===== src/rtl/era_pkg.sv =====
`timescale 1ns / 1ps
// shared constants, codes and types of the event rate averager
package era_pkg;

   // default build configuration
   localparam int NUM_COUNTERS_DEF = 4;
   localparam int PERIOD_SLOTS_DEF = 3;
   localparam int COUNT_BITS_DEF   = 32;

   // fixed field widths
   localparam int CMD_W     = 1;
   localparam int IDX_W     = 2;
   localparam int TOCK_W    = 32;
   localparam int AVG_W     = 36;
   localparam int EVT_W     = 32;
   localparam int PERIOD_W  = 16;
   localparam int MASK_W    = 4;
   localparam int NUM_SLOTS = 4;

   // results per tock
   localparam int MAX_RESULTS = 12;
   localparam int NRES_W      = $clog2(MAX_RESULTS + 1);

   // register port
   localparam int PADDR_W = 5;
   localparam int PDATA_W = 32;
   localparam int REGSEL_W = 3;

   localparam logic [REGSEL_W-1:0] REG_ENABLE_MASK = 3'd0;
   localparam logic [REGSEL_W-1:0] REG_PERIOD_0    = 3'd1;
   localparam logic [REGSEL_W-1:0] REG_PERIOD_1    = 3'd2;
   localparam logic [REGSEL_W-1:0] REG_PERIOD_2    = 3'd3;
   localparam logic [REGSEL_W-1:0] REG_PERIOD_3    = 3'd4;

   // item commands
   localparam logic [CMD_W-1:0] CMD_COUNT = 1'b0;
   localparam logic [CMD_W-1:0] CMD_TOCK  = 1'b1;

   typedef enum logic [1:0] {
      ST_IDLE,
      ST_PHASE,
      ST_LOAD,
      ST_COMMIT
   } state_type;

   typedef logic [NUM_SLOTS-1:0][PERIOD_W-1:0] period_bank_type;

   typedef struct packed {
      logic             count_inc;
      logic             phase_start;
      logic             pair_load;
      logic             pair_commit;
      logic             first_pair;
      logic             emit;
      logic             last;
      logic [IDX_W-1:0] cur_c;
      logic [IDX_W-1:0] cur_p;
   } ctrl_cmd_type;

   typedef struct packed {
      logic phase_done;
      logic out_free;
   } dp_status_type;

endpackage


===== src/rtl/era_req_if.sv =====
`timescale 1ns / 1ps
// input item channel of the event rate averager
interface era_req_if import era_pkg::*; ();
   logic              valid;
   logic              ready;
   logic [CMD_W-1:0]  cmd;
   logic [IDX_W-1:0]  counter_index;
   logic [TOCK_W-1:0] tock_number;

   modport source (output valid, cmd, counter_index, tock_number, input ready);
   modport sink (input valid, cmd, counter_index, tock_number, output ready);
endinterface


===== src/rtl/era_rsp_if.sv =====
`timescale 1ns / 1ps
// result channel of the event rate averager
interface era_rsp_if import era_pkg::*; ();
   logic             valid;
   logic             ready;
   logic [IDX_W-1:0] which_counter;
   logic [IDX_W-1:0] which_period;
   logic [AVG_W-1:0] average_value;
   logic [EVT_W-1:0] events_since_tock;
   logic             was_updated;
   logic             last_result;

   modport source (output valid, which_counter, which_period, average_value,
                   events_since_tock, was_updated, last_result, input ready);
   modport sink (input valid, which_counter, which_period, average_value,
                 events_since_tock, was_updated, last_result, output ready);
endinterface


===== src/rtl/era_phase.sv =====
`timescale 1ns / 1ps
// bit-serial tock number remainder, one lane per averaging period
module era_phase import era_pkg::*; #(
   parameter int PERIOD_SLOTS = PERIOD_SLOTS_DEF
) (
   input  logic                    clock,
   input  logic                    reset,
   input  logic                    start,
   input  logic [TOCK_W-1:0]       tock_number,
   input  period_bank_type         periods,
   output logic                    done,
   output logic [PERIOD_SLOTS-1:0] hit
);

   localparam int BITS_W = $clog2(TOCK_W + 1);

   logic [BITS_W-1:0]               bits_left_ff, bits_left_in;
   logic [TOCK_W-1:0]               tock_ff, tock_in;
   logic [PERIOD_SLOTS-1:0][PERIOD_W-1:0] rem_ff, rem_in;
   logic [PERIOD_SLOTS-1:0][PERIOD_W-1:0] per_eff;

   always_comb begin
      for (int i = 0; i < PERIOD_SLOTS; i++) begin
         per_eff[i] = (periods[i] == '0) ? PERIOD_W'(1) : periods[i];
         hit[i]     = (rem_ff[i] == per_eff[i] - PERIOD_W'(1));
      end
   end

   assign done = (bits_left_ff == '0);

   always_comb begin
      logic [PERIOD_W:0] shifted;
      bits_left_in = bits_left_ff;
      tock_in      = tock_ff;
      rem_in       = rem_ff;
      shifted      = '0;
      if (start) begin
         bits_left_in = BITS_W'(TOCK_W);
         tock_in      = tock_number;
         rem_in       = '0;
      end else if (!done) begin
         bits_left_in = bits_left_ff - BITS_W'(1);
         tock_in      = {tock_ff[TOCK_W-2:0], 1'b0};
         for (int i = 0; i < PERIOD_SLOTS; i++) begin
            shifted = {rem_ff[i], tock_ff[TOCK_W-1]};
            if (shifted >= {1'b0, per_eff[i]}) begin
               shifted = shifted - {1'b0, per_eff[i]};
            end
            rem_in[i] = shifted[PERIOD_W-1:0];
         end
      end
   end

   always_ff @(posedge clock) begin
      if (reset) begin
         bits_left_ff <= '0;
      end else begin
         bits_left_ff <= bits_left_in;
      end
   end

   always_ff @(posedge clock) begin
      tock_ff <= tock_in;
      rem_ff  <= rem_in;
   end

endmodule


===== src/rtl/era_csr.sv =====
`timescale 1ns / 1ps
// register bank: enable mask and the four period registers
module era_csr import era_pkg::*; (
   input  logic               clock,
   input  logic               reset,
   input  logic               psel,
   input  logic               penable,
   input  logic               pwrite,
   input  logic [PADDR_W-1:0] paddr,
   input  logic [PDATA_W-1:0] pwdata,
   output logic [PDATA_W-1:0] prdata,
   output logic               pready,
   output logic [MASK_W-1:0]  enable_mask,
   output period_bank_type    periods
);

   logic [MASK_W-1:0] enable_ff, enable_in;
   period_bank_type   period_ff, period_in;
   logic [REGSEL_W-1:0] regsel;
   logic                wr_strobe;

   // word addressed, byte lane bits ignored
   assign regsel    = paddr[PADDR_W-1:2];
   assign pready    = 1'b1;
   assign wr_strobe = psel && penable && pwrite && pready;

   always_comb begin
      enable_in = enable_ff;
      period_in = period_ff;
      if (wr_strobe) begin
         unique case (regsel)
            REG_ENABLE_MASK: enable_in    = pwdata[MASK_W-1:0];
            REG_PERIOD_0:    period_in[0] = pwdata[PERIOD_W-1:0];
            REG_PERIOD_1:    period_in[1] = pwdata[PERIOD_W-1:0];
            REG_PERIOD_2:    period_in[2] = pwdata[PERIOD_W-1:0];
            REG_PERIOD_3:    period_in[3] = pwdata[PERIOD_W-1:0];
            default: ;
         endcase
      end
   end

   always_comb begin
      unique case (regsel)
         REG_ENABLE_MASK: prdata = PDATA_W'(enable_ff);
         REG_PERIOD_0:    prdata = PDATA_W'(period_ff[0]);
         REG_PERIOD_1:    prdata = PDATA_W'(period_ff[1]);
         REG_PERIOD_2:    prdata = PDATA_W'(period_ff[2]);
         REG_PERIOD_3:    prdata = PDATA_W'(period_ff[3]);
         default:         prdata = '0;
      endcase
   end

   always_ff @(posedge clock) begin
      if (reset) begin
         enable_ff <= '0;
         for (int i = 0; i < NUM_SLOTS; i++) begin
            period_ff[i] <= PERIOD_W'(1);
         end
      end else begin
         enable_ff <= enable_in;
         period_ff <= period_in;
      end
   end

   assign enable_mask = enable_ff;
   assign periods     = period_ff;

endmodule


===== src/rtl/era_dpath.sv =====
`timescale 1ns / 1ps
// datapath: counters, snapshots, averages, fold stage and result register
module era_dpath import era_pkg::*; #(
   parameter int NUM_COUNTERS = NUM_COUNTERS_DEF,
   parameter int PERIOD_SLOTS = PERIOD_SLOTS_DEF,
   parameter int COUNT_BITS   = COUNT_BITS_DEF
) (
   input  logic              clock,
   input  logic              reset,
   input  ctrl_cmd_type      cmd,
   output dp_status_type     status,
   input  logic [IDX_W-1:0]  req_counter_index,
   input  logic [TOCK_W-1:0] req_tock_number,
   input  period_bank_type   periods,
   output logic              rsp_valid,
   input  logic              rsp_ready,
   output logic [IDX_W-1:0]  rsp_which_counter,
   output logic [IDX_W-1:0]  rsp_which_period,
   output logic [AVG_W-1:0]  rsp_average_value,
   output logic [EVT_W-1:0]  rsp_events_since_tock,
   output logic              rsp_was_updated,
   output logic              rsp_last_result
);

   localparam int CIDX_W = (NUM_COUNTERS > 1) ? $clog2(NUM_COUNTERS) : 1;
   localparam int PIDX_W = (PERIOD_SLOTS > 1) ? $clog2(PERIOD_SLOTS) : 1;
   localparam int SUM_W  = ((COUNT_BITS > AVG_W) ? COUNT_BITS : AVG_W) + 1;
   localparam int WIDE_W = (COUNT_BITS > EVT_W) ? COUNT_BITS : EVT_W;
   localparam logic [AVG_W-1:0] AVG_MAX = '1;

   // architectural state
   logic [COUNT_BITS-1:0] event_count_ff [NUM_COUNTERS];
   logic [COUNT_BITS-1:0] last_count_ff  [NUM_COUNTERS];
   logic [COUNT_BITS-1:0] last_diff_ff   [NUM_COUNTERS];
   logic [COUNT_BITS-1:0] snapshot_ff    [NUM_COUNTERS][PERIOD_SLOTS];
   logic [AVG_W-1:0]      average_ff     [NUM_COUNTERS][PERIOD_SLOTS];

   // fold stage, loaded in ST_LOAD ahead of the commit in ST_COMMIT
   logic [COUNT_BITS-1:0] st_cnt_ff, st_diff_ff, st_delta_ff;
   logic [AVG_W-1:0]      st_kept_ff;

   // result register
   logic                  rsp_valid_ff, rsp_valid_in;
   logic [IDX_W-1:0]      rsp_counter_ff, rsp_period_ff;
   logic [AVG_W-1:0]      rsp_avg_ff;
   logic [EVT_W-1:0]      rsp_events_ff;
   logic                  rsp_updated_ff, rsp_last_ff;

   logic [CIDX_W-1:0]       c_idx, inc_idx;
   logic [PIDX_W-1:0]       p_idx;
   logic                    inc_ok;
   logic [PERIOD_SLOTS-1:0] hit_vec;
   logic                    phase_done;
   logic                    hit;
   logic [AVG_W+2:0]        times7;
   logic [COUNT_BITS-1:0]   load_cnt;
   logic [SUM_W-1:0]        fold_sum;
   logic [AVG_W-1:0]        avg_new;
   logic [COUNT_BITS-1:0]   events_sel;
   logic [WIDE_W-1:0]       events_wide;

   era_phase #(
      .PERIOD_SLOTS (PERIOD_SLOTS)
   ) u_phase (
      .clock       (clock),
      .reset       (reset),
      .start       (cmd.phase_start),
      .tock_number (req_tock_number),
      .periods     (periods),
      .done        (phase_done),
      .hit         (hit_vec)
   );

   assign c_idx   = cmd.cur_c[CIDX_W-1:0];
   assign p_idx   = cmd.cur_p[PIDX_W-1:0];
   assign inc_idx = req_counter_index[CIDX_W-1:0];
   assign inc_ok  = ({1'b0, req_counter_index} < (IDX_W + 1)'(NUM_COUNTERS));
   assign hit     = hit_vec[p_idx];

   // load side: avg*7/8 and the two counter differences
   assign load_cnt = event_count_ff[c_idx];
   assign times7   = {average_ff[c_idx][p_idx], 3'b000}
                   - (AVG_W + 3)'(average_ff[c_idx][p_idx]);

   // commit side: add and saturate
   assign fold_sum = SUM_W'(st_kept_ff) + SUM_W'(st_delta_ff);
   assign avg_new  = (fold_sum > SUM_W'(AVG_MAX)) ? AVG_MAX : fold_sum[AVG_W-1:0];

   assign events_sel  = cmd.first_pair ? st_diff_ff : last_diff_ff[c_idx];
   assign events_wide = WIDE_W'(events_sel);

   always_ff @(posedge clock) begin
      if (cmd.pair_load) begin
         st_cnt_ff   <= load_cnt;
         st_diff_ff  <= load_cnt - last_count_ff[c_idx];
         st_delta_ff <= load_cnt - snapshot_ff[c_idx][p_idx];
         st_kept_ff  <= times7[AVG_W+2:3];
      end
   end

   always_ff @(posedge clock) begin
      if (reset) begin
         for (int c = 0; c < NUM_COUNTERS; c++) begin
            event_count_ff[c] <= '0;
            last_count_ff[c]  <= '0;
            last_diff_ff[c]   <= '0;
            for (int p = 0; p < PERIOD_SLOTS; p++) begin
               snapshot_ff[c][p] <= '0;
               average_ff[c][p]  <= '0;
            end
         end
      end else begin
         if (cmd.count_inc && inc_ok) begin
            event_count_ff[inc_idx] <= event_count_ff[inc_idx] + COUNT_BITS'(1);
         end
         if (cmd.pair_commit) begin
            if (cmd.first_pair) begin
               last_diff_ff[c_idx]  <= st_diff_ff;
               last_count_ff[c_idx] <= st_cnt_ff;
            end
            if (hit) begin
               average_ff[c_idx][p_idx]  <= avg_new;
               snapshot_ff[c_idx][p_idx] <= st_cnt_ff;
            end
         end
      end
   end

   // result register: a new transaction loads while the old one drains
   always_comb begin
      rsp_valid_in = rsp_valid_ff;
      if (cmd.pair_commit && cmd.emit) begin
         rsp_valid_in = 1'b1;
      end else if (rsp_ready) begin
         rsp_valid_in = 1'b0;
      end
   end

   always_ff @(posedge clock) begin
      if (reset) begin
         rsp_valid_ff <= 1'b0;
      end else begin
         rsp_valid_ff <= rsp_valid_in;
      end
   end

   always_ff @(posedge clock) begin
      if (cmd.pair_commit && cmd.emit) begin
         rsp_counter_ff <= cmd.cur_c;
         rsp_period_ff  <= cmd.cur_p;
         rsp_avg_ff     <= hit ? avg_new : average_ff[c_idx][p_idx];
         rsp_events_ff  <= events_wide[EVT_W-1:0];
         rsp_updated_ff <= hit;
         rsp_last_ff    <= cmd.last;
      end
   end

   assign status.phase_done = phase_done;
   assign status.out_free   = !rsp_valid_ff || rsp_ready;

   assign rsp_valid             = rsp_valid_ff;
   assign rsp_which_counter     = rsp_counter_ff;
   assign rsp_which_period      = rsp_period_ff;
   assign rsp_average_value     = rsp_avg_ff;
   assign rsp_events_since_tock = rsp_events_ff;
   assign rsp_was_updated       = rsp_updated_ff;
   assign rsp_last_result       = rsp_last_ff;

endmodule


===== src/rtl/era_ctrl.sv =====
`timescale 1ns / 1ps
// controller: accepts items and walks counters and period slots on a tock
module era_ctrl import era_pkg::*; #(
   parameter int NUM_COUNTERS = NUM_COUNTERS_DEF,
   parameter int PERIOD_SLOTS = PERIOD_SLOTS_DEF
) (
   input  logic              clock,
   input  logic              reset,
   input  logic              req_valid,
   input  logic [CMD_W-1:0]  req_cmd,
   output logic              req_ready,
   input  logic [MASK_W-1:0] enable_mask,
   input  dp_status_type     status,
   output ctrl_cmd_type      cmd
);

   localparam int CIDX_W = (NUM_COUNTERS > 1) ? $clog2(NUM_COUNTERS) : 1;
   localparam int PIDX_W = (PERIOD_SLOTS > 1) ? $clog2(PERIOD_SLOTS) : 1;
   localparam logic [CIDX_W-1:0] C_LAST = CIDX_W'(NUM_COUNTERS - 1);
   localparam logic [PIDX_W-1:0] P_LAST = PIDX_W'(PERIOD_SLOTS - 1);
   localparam logic [MASK_W-1:0] MASK_LIMIT = MASK_W'((1 << NUM_COUNTERS) - 1);

   state_type         state_ff, state_in;
   logic [CIDX_W-1:0] c_ff, c_in;
   logic [PIDX_W-1:0] p_ff, p_in;
   logic [NRES_W-1:0] n_ff, n_in;

   logic [MASK_W-1:0] en_eff;
   logic              cnt_on, higher_on, last_c, last_p, emit_ok, commit_go;
   logic              tock_accept, count_accept;

   always_comb begin
      en_eff       = enable_mask & MASK_LIMIT;
      cnt_on       = en_eff[c_ff];
      higher_on    = |((en_eff >> c_ff) >> 1);
      last_c       = (c_ff == C_LAST);
      last_p       = (p_ff == P_LAST);
      emit_ok      = (n_ff < NRES_W'(MAX_RESULTS));
      commit_go    = !emit_ok || status.out_free;
      tock_accept  = (state_ff == ST_IDLE) && req_valid && (req_cmd == CMD_TOCK);
      count_accept = (state_ff == ST_IDLE) && req_valid && (req_cmd == CMD_COUNT);
   end

   // next state
   always_comb begin
      state_in = state_ff;
      unique case (state_ff)
         ST_IDLE: begin
            if (tock_accept) state_in = ST_PHASE;
         end
         ST_PHASE: begin
            if (status.phase_done) state_in = ST_LOAD;
         end
         ST_LOAD: begin
            if (cnt_on) state_in = ST_COMMIT;
            else if (last_c) state_in = ST_IDLE;
         end
         ST_COMMIT: begin
            if (commit_go) state_in = (last_c && last_p) ? ST_IDLE : ST_LOAD;
         end
         default: state_in = ST_IDLE;
      endcase
   end

   // walk position and result count
   always_comb begin
      c_in = c_ff;
      p_in = p_ff;
      n_in = n_ff;
      priority if (tock_accept) begin
         c_in = '0;
         p_in = '0;
         n_in = '0;
      end else if ((state_ff == ST_LOAD) && !cnt_on) begin
         c_in = c_ff + CIDX_W'(1);
         p_in = '0;
      end else if ((state_ff == ST_COMMIT) && commit_go) begin
         n_in = n_ff + NRES_W'(emit_ok);
         if (last_p) begin
            p_in = '0;
            c_in = c_ff + CIDX_W'(1);
         end else begin
            p_in = p_ff + PIDX_W'(1);
         end
      end else begin
      end
   end

   // outputs
   always_comb begin
      req_ready       = (state_ff == ST_IDLE);
      cmd.count_inc   = count_accept;
      cmd.phase_start = tock_accept;
      cmd.pair_load   = (state_ff == ST_LOAD) && cnt_on;
      cmd.pair_commit = (state_ff == ST_COMMIT) && commit_go;
      cmd.first_pair  = (p_ff == '0);
      cmd.emit        = emit_ok;
      cmd.last        = (n_ff == NRES_W'(MAX_RESULTS - 1)) || (last_p && !higher_on);
      cmd.cur_c       = IDX_W'(c_ff);
      cmd.cur_p       = IDX_W'(p_ff);
   end

   always_ff @(posedge clock) begin
      if (reset) begin
         state_ff <= ST_IDLE;
         c_ff     <= '0;
         p_ff     <= '0;
         n_ff     <= '0;
      end else begin
         state_ff <= state_in;
         c_ff     <= c_in;
         p_ff     <= p_in;
         n_ff     <= n_in;
      end
   end

endmodule


===== src/rtl/event_rate_averager_unit.sv =====
`timescale 1ns / 1ps
// top level of the event rate averager
//
// Keeps NUM_COUNTERS wrapping event counters of COUNT_BITS bits and, for each
// counter and each of PERIOD_SLOTS shared period slots, an average that is
// folded as average*7/8 + delta (saturating at 2^36-1) whenever the tock
// number hits the slot's phase (tock mod period == period-1, a zero period
// acts as one). A count transaction adds one to the selected counter; an
// index beyond the built counters is ignored. A tock transaction is
// accepted, then runs the bit-serial remainder lanes (one tock bit per
// cycle, all period slots in parallel), starts the walk, then does a load
// and a commit per enabled counter and slot and skips each disabled
// counter; a commit waits while the result register is full and not taken.
// One result transaction is made per enabled counter and slot in ascending
// order, at most twelve, the final one flagged by last_result. A finished
// result waits in an output register while the next item is accepted.
// Registers (word at byte 4*i): 0 enable_mask, 1..4 period_0..period_3;
// writes are expected only while the block is idle, and no clearing pass
// runs after reset.
module event_rate_averager_unit import era_pkg::*; #(
   parameter int NUM_COUNTERS = NUM_COUNTERS_DEF,
   parameter int PERIOD_SLOTS = PERIOD_SLOTS_DEF,
   parameter int COUNT_BITS   = COUNT_BITS_DEF
) (
   input  logic               clock,
   input  logic               reset,
   era_req_if.sink            req_chan,
   era_rsp_if.source          rsp_chan,
   input  logic               psel,
   input  logic               penable,
   input  logic               pwrite,
   input  logic [PADDR_W-1:0] paddr,
   input  logic [PDATA_W-1:0] pwdata,
   output logic [PDATA_W-1:0] prdata,
   output logic               pready
);

   // configuration
   logic [MASK_W-1:0] enable_mask;
   period_bank_type   periods;

   // controller to datapath
   ctrl_cmd_type  cmd;
   dp_status_type status;
   logic          req_ready;

   era_csr u_csr (
      .clock       (clock),
      .reset       (reset),
      .psel        (psel),
      .penable     (penable),
      .pwrite      (pwrite),
      .paddr       (paddr),
      .pwdata      (pwdata),
      .prdata      (prdata),
      .pready      (pready),
      .enable_mask (enable_mask),
      .periods     (periods)
   );

   // state machine: idle, remainder wait, then load/commit per counter and slot
   era_ctrl #(
      .NUM_COUNTERS (NUM_COUNTERS),
      .PERIOD_SLOTS (PERIOD_SLOTS)
   ) u_ctrl (
      .clock       (clock),
      .reset       (reset),
      .req_valid   (req_chan.valid),
      .req_cmd     (req_chan.cmd),
      .req_ready   (req_ready),
      .enable_mask (enable_mask),
      .status      (status),
      .cmd         (cmd)
   );

   assign req_chan.ready = req_ready;

   // counters, averages, fold stage and the result register
   era_dpath #(
      .NUM_COUNTERS (NUM_COUNTERS),
      .PERIOD_SLOTS (PERIOD_SLOTS),
      .COUNT_BITS   (COUNT_BITS)
   ) u_dpath (
      .clock                 (clock),
      .reset                 (reset),
      .cmd                   (cmd),
      .status                (status),
      .req_counter_index     (req_chan.counter_index),
      .req_tock_number       (req_chan.tock_number),
      .periods               (periods),
      .rsp_valid             (rsp_chan.valid),
      .rsp_ready             (rsp_chan.ready),
      .rsp_which_counter     (rsp_chan.which_counter),
      .rsp_which_period      (rsp_chan.which_period),
      .rsp_average_value     (rsp_chan.average_value),
      .rsp_events_since_tock (rsp_chan.events_since_tock),
      .rsp_was_updated       (rsp_chan.was_updated),
      .rsp_last_result       (rsp_chan.last_result)
   );

endmodule

===== src/flat_wrapper.sv =====
// flat-port wrapper written by rule: the top's interface ports become plain ports
module event_rate_averager_unit_flat import era_pkg::*;
#(
   parameter int NUM_COUNTERS = NUM_COUNTERS_DEF,
   parameter int PERIOD_SLOTS = PERIOD_SLOTS_DEF,
   parameter int COUNT_BITS   = COUNT_BITS_DEF
)
  (clock, reset, psel, penable, pwrite, paddr, pwdata, prdata, pready, req_chan_valid, req_chan_cmd, req_chan_counter_index, req_chan_tock_number, req_chan_ready, rsp_chan_valid, rsp_chan_which_counter, rsp_chan_which_period, rsp_chan_average_value, rsp_chan_events_since_tock, rsp_chan_was_updated, rsp_chan_last_result, rsp_chan_ready);
  era_req_if req_chan_i ();
  era_rsp_if rsp_chan_i ();
  input  logic clock;
  input  logic reset;
  input  logic psel;
  input  logic penable;
  input  logic pwrite;
  input  logic [PADDR_W-1:0] paddr;
  input  logic [PDATA_W-1:0] pwdata;
  output logic [PDATA_W-1:0] prdata;
  output logic pready;
  input wire logic [$bits(req_chan_i.valid)-1:0] req_chan_valid;
  input wire logic [$bits(req_chan_i.cmd)-1:0] req_chan_cmd;
  input wire logic [$bits(req_chan_i.counter_index)-1:0] req_chan_counter_index;
  input wire logic [$bits(req_chan_i.tock_number)-1:0] req_chan_tock_number;
  output wire logic [$bits(req_chan_i.ready)-1:0] req_chan_ready;
  output wire logic [$bits(rsp_chan_i.valid)-1:0] rsp_chan_valid;
  output wire logic [$bits(rsp_chan_i.which_counter)-1:0] rsp_chan_which_counter;
  output wire logic [$bits(rsp_chan_i.which_period)-1:0] rsp_chan_which_period;
  output wire logic [$bits(rsp_chan_i.average_value)-1:0] rsp_chan_average_value;
  output wire logic [$bits(rsp_chan_i.events_since_tock)-1:0] rsp_chan_events_since_tock;
  output wire logic [$bits(rsp_chan_i.was_updated)-1:0] rsp_chan_was_updated;
  output wire logic [$bits(rsp_chan_i.last_result)-1:0] rsp_chan_last_result;
  input wire logic [$bits(rsp_chan_i.ready)-1:0] rsp_chan_ready;
  assign req_chan_i.valid = req_chan_valid;
  assign req_chan_i.cmd = req_chan_cmd;
  assign req_chan_i.counter_index = req_chan_counter_index;
  assign req_chan_i.tock_number = req_chan_tock_number;
  assign req_chan_ready = req_chan_i.ready;
  assign rsp_chan_valid = rsp_chan_i.valid;
  assign rsp_chan_which_counter = rsp_chan_i.which_counter;
  assign rsp_chan_which_period = rsp_chan_i.which_period;
  assign rsp_chan_average_value = rsp_chan_i.average_value;
  assign rsp_chan_events_since_tock = rsp_chan_i.events_since_tock;
  assign rsp_chan_was_updated = rsp_chan_i.was_updated;
  assign rsp_chan_last_result = rsp_chan_i.last_result;
  assign rsp_chan_i.ready = rsp_chan_ready;
  event_rate_averager_unit #(.NUM_COUNTERS(NUM_COUNTERS), .PERIOD_SLOTS(PERIOD_SLOTS), .COUNT_BITS(COUNT_BITS)) u_core (.clock(clock), .reset(reset), .req_chan(req_chan_i), .rsp_chan(rsp_chan_i), .psel(psel), .penable(penable), .pwrite(pwrite), .paddr(paddr), .pwdata(pwdata), .prdata(prdata), .pready(pready));
endmodule

===== config.mk =====
export PLATFORM = sky130hd
export DESIGN_NAME = event_rate_averager_unit_flat
export DESIGN_NICKNAME = d
export VERILOG_FILES = /design/src/rtl/era_pkg.sv /design/src/rtl/era_req_if.sv /design/src/rtl/era_rsp_if.sv /design/src/rtl/era_phase.sv /design/src/rtl/era_csr.sv /design/src/rtl/era_dpath.sv /design/src/rtl/era_ctrl.sv /design/src/rtl/event_rate_averager_unit.sv /design/src/flat_wrapper.sv
export SDC_FILE = /design/constraint.sdc
export NUM_CORES = 2
export LEC_CHECK = 0
export BUFFER_PORTS_ARGS = -buffer_cell sky130_fd_sc_hd__clkbuf_2
export CELL_PAD_IN_SITES_DETAIL_PLACEMENT = 0
export CELL_PAD_IN_SITES_GLOBAL_PLACEMENT = 2
export CORE_AREA = 2 2 440 442
export DETAILED_ROUTE_END_ITERATION = 8
export DIE_AREA = 0 0 442 444
export GPL_TIMING_DRIVEN = 0
export PLACE_DENSITY = 0.82
export SLEW_MARGIN = 0
export SYNTH_ARGS = -nofsm -noshare
export SYNTH_HDL_FRONTEND = slang
export SYNTH_SLANG_ARGS = --single-unit

===== constraint.sdc =====
create_clock -name clock -period 5.55 [get_ports clock]
set_clock_uncertainty 0.15 [all_clocks]
set_input_delay 1.11 -clock clock [delete_from_list [all_inputs] [get_ports clock]]
set_output_delay 1.11 -clock clock [all_outputs]
set_load 0.005 [all_outputs]

==> flow_summary.json <==
{
  "status": "finished clean",
  "io_pins": 188,
  "grt_pass1_vias": 51000,
  "crit_fanout": 34,
  "cts_hold_buf": 0,
  "drive_gt1_share_pct": 19.1,
  "core_um2": 192000,
  "final_util_pct": 47.1,
  "clock-sinks": 1573,
  "initial_core_util_pct": 40.8,
  "cp_data_arrival_time_ps": 5850,
  "maxSlewHeadroom_pct": 5.80,
  "maxCapViolCount": 0,
  "met1Wirelength_mm": 100,
  "synth_ff_type": "edfxtp_1",
  "numPortBuffers": 147,
  "async_reset_ff_share_pct": 0,
  "tightest_slew_ps": 1410,
  "drt_first_pass_iters": 6,
  "timing.final.crit_share_pct": 99.2,
  "syn-mean-instance-area_um2": 12.8,
  "cp-end-kind": "register",
  "fin_crit_ps": 5500,
  "ys_types": 85,
  "rsz0062_at_grt": "true",
  "antenna_left": 0,
  "grt_start_max_net_pins": 50,
  "synthTopCellsByArea": "edfxtp_1, mux4_2, and2_1, dfxtp_1, nor2_1",
  "worstSkewPairLatency_ps": 830,
  "synthCells": 6102,
  "hp-class": "register to register",
  "via_per_inst": 5.57,
  "ys_seq_area_share_pct": 58.6,
  "grt_util_all_layers_pct": 23.4,
  "slew_viol_final": 0,
  "grt_pass1_wl_mm": 341,
  "met3_length_mm": 16.9,
  "ys_warn_count": 0,
  "crit_type": "register to register",
  "synth.top_cells.by_count": "edfxtp_1, nor2_1, and2_1",
  "synth-edff-count": 1438,
  "p_leak_nw": 33.4,
  "report.final.setup_viol": 0,
  "clk_path_buf_depth": 3,
  "peakVddDrop_v": 0.000268,
  "vias": 51400,
  "drtIter0Drc": 4908,
  "numCtsBuffers": 174,
  "cp.required_ps": 5900,
  "antenna_found_initial": 12,
  "synth.cell_area_um2": 78200,
  "htree_num_levels": 4,
  "synth_seq_cells": 1573,
  "cts.clk_slew.worst_paths_ps": 60,
  "nets": 6824,
  "drc": 0,
  "cts_root_buffer": "clkbuf_16",
  "total_power_w": 0.0316,
  "yosysMostFrequentCell": "edfxtp_1",
  "power_density_nw_per_um2": 350,
  "dieArea_um2": 196000,
  "areaGrowthSynthToFinish_pct": 15.4,
  "setup_tns_ps": 0,
  "die_w_um": 442,
  "synth_area_leader_cell": "edfxtp_1",
  "post-dp-hpwl_mm": 163,
  "grt-ovfl-total": 0,
  "cp-start-kind": "register",
  "tritoncts": "built",
  "die_h_um": 444,
  "wl_met2_mm": 112,
  "finalHoldViolCount": 0,
  "wl_per_cell_um": 25.4,
  "place_congestion": 0.892,
  "drt-total-wl_mm": 234,
  "fmax_mhz": 182,
  "row_count": 161,
  "dr.max_layer_used": "met4",
  "netlist.area_leader.share_pct": 55.2
}
[cells by family after synthesis]
family / after synthesis / share of synthesized area [%]
flip-flops: 1573 / 58.6
AND/OR/NAND/NOR: 2229 / 14.6
other: 2 / 0.00960
buffers and inverters: 603 / 3.30
XOR/XNOR: 227 / 2.54
multiplexers: 498 / 11.7
AO/OA/AOI/OAI: 777 / 6.11
adder cells (fa/ha/maj): 193 / 3.14
[through the flow]
step	instance area, um2	setup WS, ps	cells	hold WS, ps
final	90300	46.5	9223	307
after global routing	90300	-76.9	9219	324
after CTS	89800	-22.9	9195	308
after detailed placement	82900	-3250	8814	265
after global placement	82200	-3430	8790	267
after floorplan	78300	-136	6117	256
[sequential cells by signal, summed over array words and instances, names as in the netlist, 36 cells and up, named ones only]
name / flops
u_core.u_dpath.average_ff: 432
u_core.u_dpath.rsp_average_value: 36
u_core.u_dpath.st_kept_ff: 36
u_core.u_csr.periods: 64
u_core.u_dpath.snapshot_ff: 384
u_core.u_dpath.last_count_ff: 128
u_core.u_dpath.last_diff_ff: 128
u_core.u_dpath.event_count_ff: 128
u_core.u_dpath.u_phase.rem_ff: 48
[report_power, final]
group / switching, W / internal, W
registers: 0.000423 / 0.0137
logic: 0.00347 / 0.00236
clock network: 0.00498 / 0.00670
[worst paths after layout]
kind | slack, ps | cells past startpoint | from | to
max reg2reg | 50 | 8 | u_core.u_ctrl.p_ff[0] | u_core.u_dpath.last_diff_ff[1][30]
max | 50 | 8 | u_core.u_ctrl.p_ff[0] | u_core.u_dpath.last_diff_ff[1][30]
min reg2reg | 310 | 2 | u_core.u_csr.periods[60] | u_core.u_csr.periods[60]
min | 310 | 2 | u_core.u_csr.periods[60] | u_core.u_csr.periods[60]
[placed cells by master, fill, tap and decap left out, types with 124 or more instances in the layout]
master     count
mux2i_1      124
xnor2_1      146
and2_1       602
edfxtp_1    1438
inv_1        186
mux4_2       326
o21ai_0      142
nor2_1       673
ha_1         186
clkbuf_2     166
a21oi_1      280
clkbuf_1     251
nand2_1      395
clkbuf_16    186
dfxtp_1      134
[layer usage]
metal,track usage (%),up-vias
met2,38.5,1819
met4,5.89,0
met3,3.76,322
met5,0,-
li1,-,23200
met1,32.4,26100
[critical path, stage by stage, from the launching register on]
cell	delay, ps
dfxtp_1	330
buf_2	230
nor2_1	600
clkbuf_1	870
nand2_1	230
nor3_1	900
clkbuf_1	870
or2_4	640
buf_12	300
[timing repair]
item                                     CTS  global route
pin swaps                                  8            11
gates resized for setup                  230            61
cloned                                    13             6
endpoints found under the setup margin  1742          1320
buffers inserted                          55            19
[layout make-up]
| type | instances | area [um2] |
|---|---|---|
| fillers | 17000 | 101000 |
| flip-flops and latches | 1573 | 45900 |
| multi-input cells | 3953 | 30300 |
| clock buffers | 212 | 4580 |
| well taps | 2526 | 3160 |
| plain buffers | 407 | 2270 |
| repair buffers | 252 | 2210 |
| clock inverters | 103 | 1120 |
| inverters | 191 | 728 |
| diodes | 6 | 15.0 |
No activity file was read; power rests on OpenSTA's default activity.
